### config.mk
export PLATFORM = sky130hd
export DESIGN_NAME = dsu_ram
export DESIGN_NICKNAME = d
export VERILOG_FILES = /design/src/dsu_ram.sv
export SDC_FILE = /design/constraint.sdc
export NUM_CORES = 1
export LEC_CHECK = 0
export ABC_AREA = 0
export BUFFER_PORTS_ARGS = -buffer_cell sky130_fd_sc_hd__clkbuf_2
export CORE_MARGIN = 2
export CORE_UTILIZATION = 35
export CTS_BUF_LIST = sky130_fd_sc_hd__clkbuf_4
export DETAILED_ROUTE_END_ITERATION = 7
export PLACE_DENSITY = 0.54
export SYNTH_ARGS = -nofsm -noshare
export SYNTH_HDL_FRONTEND = slang
export SYNTH_SLANG_ARGS = --single-unit
### constraint.sdc
create_clock -name clk_i -period 5.5 [get_ports clk_i]
set_input_delay 0.825 -clock clk_i [delete_from_list [all_inputs] [get_ports clk_i]]
set_output_delay 0.825 -clock clk_i [all_outputs]
set_load 0.05 [all_outputs]
### src/dsu_ram.sv
module dsu_ram #(
  parameter int Width = 8,
  parameter int Depth = 16,
  localparam int AddrW = $clog2(Depth)
) (
  input  logic             clk_i,
  input  logic             we_i,
  input  logic [AddrW-1:0] waddr_i,
  input  logic [Width-1:0] wdata_i,
  input  logic [AddrW-1:0] raddr_i,
  output logic [Width-1:0] rdata_o
);

  logic [Width-1:0] mem_q [Depth];
  logic [Width-1:0] rdata_q;

  always_ff @(posedge clk_i) begin
    if (we_i) begin
      mem_q[waddr_i] <= wdata_i;
    end
    rdata_q <= mem_q[raddr_i];
  end

  assign rdata_o = rdata_q;

endmodule

; Yosys cells after proc, flatten, opt, wreduce, memory -nomap -nowiden
; Memories as Yosys holds them, arrays and structs flattened. A register that Yosys moved wholly into a read port is not among the register bits.
; Index checks and enable logic that the tools add are counted.
[op_classes]
mux = 2
[op_table]
columns = cell, n
row1 = two-way mux 1 bit, 2
[totals]
wordCells = 3
mem_bits_rw = 128
mem_count = 1
input_bits = 18
out_inout_bits = 8
register_bits = 0
[memory_table]
columns = name, words, word_bits, rd, rd_ports_with_merged_regs, wr, line
row1 = mem_q, 16, 8, 1, 1, 1, 14  ; logic [Width-1:0] mem_q [Depth];

; Depth between registers and ports, before layout
; Gate-level depths: netlist of the first run.
[depth]
depth_word = 2
ltp_mapped = 5
mapped_depth_nobuf = 3

; Worst setup path after synthesis of the first run
; OpenSTA, ideal clock, no wires.
[synth_timing]
kind = input -> register
from = input port waddr_i[2]
to = memory mem_q[0][0], enable pin
required_time_ns = 5.117
setup_ns = 0.383
n_path_buf = 0
stages = 2
slack_ns = 3.182
t_arrival_ns = 1.935
cell_sequence = or3b_2 nor3_1
[synth_lines]
columns = item, line
row1 = start: declaration, 8  ; input logic [AddrW-1:0] waddr_i,
row2 = end: declaration, 14
; Straight into the memory's write port.

; Final worst setup path of the first run
[layout_timing]
from = register rdata_q[6] (netlist: rdata_o[6]), read port of mem_q
to = output port rdata_o[6]
[layout_lines]
columns = item, line
row1 = start: declaration, 15  ; logic [Width-1:0] rdata_q;
row2 = end: declaration, 11  ; output logic [Width-1:0] rdata_o
; No word-level cell between the ends.

==> results of run 1 <==
through the flow:
step	util (%)	instances
after floorplan	-	229
after global routing	39.8	464
final	39.8	464
after CTS	39.8	464
after global placement	37.8	432
after detailed placement	37.8	432
power by group through the flow:
stage / clock, mW / sequential, mW / combinational (mW)
after floorplan: 0 / 1.21 / 0.0588
after detailed placement: 0 / 1.19 / 0.128
after global placement: 0 / 1.19 / 0.126
after CTS: 0.677 / 1.17 / 0.128
final: 0.663 / 1.16 / 0.125
after global routing: 0.721 / 1.17 / 0.135
synthesized netlist by cell type:
cell type,count
or3b_2,1
nor2_1,13
edfxtp_1,128
nand3b_1,2
nand3_1,1
nand2b_1,2
and2b_1,1
nor2b_1,1
mux4_2,18
nor3_1,4
mux4_1,14
and2_1,1
nand2_1,9
buf_4,1
buf_2,3
a22oi_1,16
dfxtp_1,8
clkdlybuf4s25_2,3
buf_6,3
cell families (layout without fill, tap and decap cells):
family	Yosys count	after routing	synth area share, %
compound gates	16	16	2.33
buf+inv	10	61	1.68
simple gates	35	35	3.18
mux	32	32	15.0
flops	136	136	77.8
sequential cells by signal, indices dropped and copies added, names as in the netlist:
name and count:
mem_q 128, rdata_o 8
layer usage:
layer  up-vias  GRT usage (%)  wire length (um)
met3        11           4.28               394
met5         -              0                 0
met4         0           4.84               129
met2        63           20.7              4820
met1      1242           19.1              4830
li1       1049              -                 -
area by class of cell:
type | count | area, sq um | share of cell area [%]
sequential | 136 | 4000 | 69.8
multi-input combinational | 83 | 1060 | 18.5
tap | 184 | 230 | 4.01
clock buffer | 21 | 158 | 2.75
timing repair buffer | 29 | 155 | 2.70
clock inverter | 11 | 130 | 2.27
worst min-delay path by stage:
stage               cells past startpoint                  start                     to
floorplan                               3  mem_q[7][0]$_DFFE_PP_     rdata_o[0]$_DFF_P_
global placement                        3  mem_q[5][7]$_DFFE_PP_     rdata_o[7]$_DFF_P_
detailed placement                      3  mem_q[6][6]$_DFFE_PP_     rdata_o[6]$_DFF_P_
CTS                                     3  mem_q[6][6]$_DFFE_PP_     rdata_o[6]$_DFF_P_
global route                            1             wdata_i[2]  mem_q[8][2]$_DFFE_PP_
finish                                  3  mem_q[8][5]$_DFFE_PP_     rdata_o[5]$_DFF_P_
==> impl_results.md, run 1 <==
- Fin crit period: between 2 and 2.5 ns
- Max Cap Viol: 0
- PortBufs: 25
- Psw: roughly 0.42 mW
- Leading area contributor after synthesis: edfxtp_1
- Max Clock Skew: just over 0.02 ns
- Number of cell rows: 44
- Max frequency: 482 MHz
- DP Area: between 5000 and 6000 sq um
- Ratio of final minimum period to clock period: a little under two fifths
- Seq cells post-synth: between 100 and 150
- Slowest cell on the critical path: dfxtp_1
- Cells after Synth: 229
- Final Net Count: about 290
- First DRT Iteration DRCs: roughly 200
- Vias per cell: roughly 5.1
- Max Slew Vio Count: 0
- Logic pwr share: ~6.4%
- Crit Reg-Reg Endpoint: rdata_o[5]$_DFF_P_
- I/O pin count: 26
- Vias in the first global route: between 2000 and 3000
- Setup crit end: rdata_o[6]
- Worst R2R Start: mem_q[1][5]$_DFFE_PP_
- WL final: 10.2 mm
- Detailed-router iteration count before antenna repair: 5
- Maximum fanout along the worst path: 1
- CP Capture Type: output pin
- Critical path startpoint: rdata_o[6]$_DFF_P_
- Initial antenna violation count: 0
- Clock network fraction of design power: ~34%
- Switch share: approximately 22%
- Mapped Area: about 5100 sq um
- Pwr Total: a little under 2 mW
- First-pass GRT wire length: approximately 16 mm
- WHS: slightly below 0.7 ns
- Pre-CTS setup slack: approximately 2.8 ns
- CTS Buf Count: 17
- Die width: between 100 and 150 um
- CTS tree: yes
- Die area: 15700 sq um
- Synth Net Count: approximately 250
- Commonest cells after routing, fill and taps aside: edfxtp_1 (128), clkbuf_2 (25), clkbuf_4 (21), mux4_2 (18), a22oi_1 (16)
- Worst setup SP type: flip-flop
- Worst-margin pin slew: 0.984 ns
- Slew Limit Headroom: 34.2%
- Top Family by Delay on Critical Path: flip-flops
- Synth area leaders: edfxtp_1 (75%), mux4_2 (7.9%), mux4_1 (7.1%), dfxtp_1 (3.1%), a22oi_1 (2.3%)
- Status: finished, final reports clean
- DR vias: 2365
- R2r setup slk: 4.13 ns
- Most common cell after layout, fill and taps aside: edfxtp_1
- Largest net degree at the start of global routing: 33
- HPWL after detailed placement: around 6.4 mm
- # fillers: 1309
- Area growth, synth to finish: 11.5%
- Final instance area: between 5000 and 6000 sq um
- GRT overflow: 0
- DRC violations left: 0
- Final setup TNS: 0 ns
- Seq/Total Area, Yosys: approximately 78%
- Final setup violation count: 0
- Diodes inserted: 0
- Yosys warns: 0
- Root Buffer: clkbuf_4
- Crit Path Class: flip-flop to output pin
- Worst vdd ir: roughly 230 uV
- TritonCTS sink count: around 140
- Post_cts resized: 0
- Sequential Power Share: between 50% and 60%
- Max clock buf depth: 2
- P per Cell Area: ~340 nW/um^2
- GP Congestion: approximately 0.70
- Syn Area/Cell: about 22 sq um
- Synth top area share: approximately three quarters
- Post-CTS Setup Inserts: 0
- R2R cell count: 3
- Clock transition at the registers of the reported paths: about 0.12 ns
- Crit path depth: 1
- ANT nets after route: 0
- RSZ-0062 raised after global routing: false
- CP peak stage delay: ~0.42 ns
- H-Tree Depth: 4
- Hold-fix buffers, CTS: 0
- CP required: between 4 and 5 ns
- Buf/Inv on CP: 1
- Hold Vio Cnt, Final: 0
- Cell chain of the critical path: clkbuf_2
- Layout cells sized above 1: between 20% and 30%
- Die height: roughly 130 um
- GR Util All Layers: ~14%
- Leak: between 1.5 and 2 nW
- Arr. time, crit path: 1.25 ns
- Final setup margin: between 3 and 4 ns
- Initial Util: between 30% and 40%
- Clock latency on the worst-skew pair: approximately 0.53 ns
- Worst Hold Class: flip-flop to flip-flop
- Post-synth cell types: 19
- Cell internal pwr: ~1.5 mW
- Routed wire length per instance: between 20 and 25 um
- CORE AREA: about 14000 sq um
Power figures use the tool's default switching activity.
==> run 2, diff against run 1 <==
- clock period: 5.5 -> 2 ns (I/O delays scaled with it)
==> run 2 against run 1 <==
Effect of this change:
- final cell count up 3.9%
- via count up 1.1%
- sequential share of layout area down 2.4 points
- clock power rose to 3.1 times the previous value
- cell area up 3.5%
- power rose to 2.9 times the previous value
- clock-buffer cell count down 4
- critical path depth unchanged
- sequential power rose to 2.8 times the previous value
- die area unchanged
- non-clock buffer count up 17
- register-to-register slack worse by 3.5 ns
- largest power group unchanged
==> impl_results.md, run 2 (synthesized netlist as in run 1, its figures left out) <==
- CTS tree: yes
- Largest register FFs: 128
- Area growth, synth to finish: 15.4%
- Number of cell rows: 44
- Post-CTS Setup Inserts: 0
- Crit path depth: 1
- WL final: about 10 mm
- Routed wire length per instance: just over 20 um
- Max Cap Viol: 0
- Maximum fanout along the worst path: 1
- Commonest cells after routing, fill and taps aside: edfxtp_1 (128), clkbuf_2 (25), mux4_2 (18), buf_4 (18), clkbuf_4 (17)
- Die area: 15700 sq um
- First-pass GRT wire length: about 15 mm
- H-Tree Depth: 4
- Final setup TNS: 0 ns
- TritonCTS sink count: roughly 140
- Final setup violation count: 0
- Worst hold path endpoint: mem_q[13][0]$_DFFE_PP_
- Clock transition at the registers of the reported paths: 0.13 ns
- Top Family by Delay on Critical Path: flip-flops
- Worst-margin pin slew: approximately 0.45 ns
- Fin crit period: around 1.6 ns
- WHS: between 0.15 and 0.2 ns
- Root Buffer: clkbuf_4
- Layout cells sized above 1: 32.3%
- Detailed-router iteration count before antenna repair: 4
- Vias per cell: between 4 and 5
- Final instance area: about 5900 sq um
- CP peak stage delay: ~0.42 ns
- Final setup margin: roughly 0.44 ns
- GP Congestion: 0.676
- HPWL after detailed placement: about 6.5 mm
- Slowest cell on the critical path: dfxtp_1
- CP required: ~1.7 ns
- PortBufs: 25
- CTS Buf Count: 17
- Leak: roughly 2 nW
- Most common cell after layout, fill and taps aside: edfxtp_1
- Max clock buf depth: 2
- Status: finished, final reports clean
- Hold Vio Cnt, Final: 0
- GR Util All Layers: 13.8%
- Die width: between 100 and 150 um
- Worst Hold Class: input port to flip-flop
- DP Area: approximately 5600 sq um
- Hold Crit Depth: 1
- Slew Limit Headroom: approximately 70%
- P per Cell Area: ~940 nW/um^2
- Clock latency on the worst-skew pair: around 0.54 ns
- # fillers: 1323
- Post_cts resized: 0
- CORE AREA: approximately 14000 sq um
- GRT overflow: 0
- RSZ-0062 raised after global routing: false
- Arr. time, crit path: between 1 and 1.5 ns
- Initial antenna violation count: 1
- R2R cell count: 3
- Worst R2R Start: mem_q[1][2]$_DFFE_PP_
- Cell chain of the critical path: clkbuf_2
- Inst Count DP: 449
- First DRT Iteration DRCs: between 200 and 250
- Max Slew Vio Count: 0
- Max frequency: ~640 MHz
- DRC violations left: 0
- Buf/Inv on CP: 1
- Pre-CTS setup slack: ~0.25 ns
- Vias in the first global route: 2468
- Die height: 125 um
- Top reg by flops: mem_q
- Worst setup SP type: flip-flop
- ANT nets after route: 0
- Hold-fix buffers, CTS: 0
- Final Net Count: 302
- DR vias: approximately 2400
- Ratio of final minimum period to clock period: ~78%
- Crit Path Class: flip-flop to output pin
- Crit Reg-Reg Endpoint: rdata_o[2]$_DFF_P_
- R2r setup slk: between 0.6 and 0.7 ns
- Largest net degree at the start of global routing: 33
- I/O pin count: 26
- Initial Util: a little over a third
- Worst vdd ir: about 530 uV
- Hold wc startpoint: wdata_i[0]
- Max Clock Skew: 0.0164 ns
- CP Capture Type: output pin
- Non-filler instance count after layout: about 480
run 2: final cells by class:
cell class	count	area (sq um)	share of cell area (%)
Clock inverter	15	200	3.37
Clock buffer	17	128	2.15
Sequential cell	136	4000	67.4
Antenna cell	1	2.50	0.0421
Tap cell	184	230	3.87
Multi-Input combinational cell	83	1060	17.8
Timing Repair Buffer	46	320	5.39
run 2: worst max-delay path by stage:
stage | start | to | slack [ns]
3_3_place_gp | raddr_i[0] | rdata_o[2]$_DFF_P_ | 0.26
4_1_cts | rdata_o[6]$_DFF_P_ | rdata_o[6] | 0.39
5_1_grt | rdata_o[6]$_DFF_P_ | rdata_o[6] | 0.35
2_1_floorplan | waddr_i[2] | mem_q[0][0]$_DFFE_PP_ | 0.21
6_report | rdata_o[6]$_DFF_P_ | rdata_o[6] | 0.44
3_5_place_dp | raddr_i[0] | rdata_o[2]$_DFF_P_ | 0.25
run 2: power breakdown:
group	total, mW	leakage, nW	switching, mW	internal (mW)
Combinational	0.361	0.599	0.228	0.133
Sequential	3.20	1.22	0.0216	3.18
Clock	2.03	0.166	1.03	0.997
run 2: per-stage QoR:
stage	power [mW]	util, %
after global placement	3.63	38.9
after floorplan	3.49	-
final	5.59	41.2
after detailed placement	3.64	38.9
after global routing	5.82	41.2
after CTS	5.66	41.2
run 2: per-layer routing:
metal	up-vias	wire length, um	track usage (%)
met5	-	0	0
met4	0	136	5.10
met3	12	555	5.18
met2	50	4660	20.6
met1	1241	4640	18.7
li1	1087	-	-
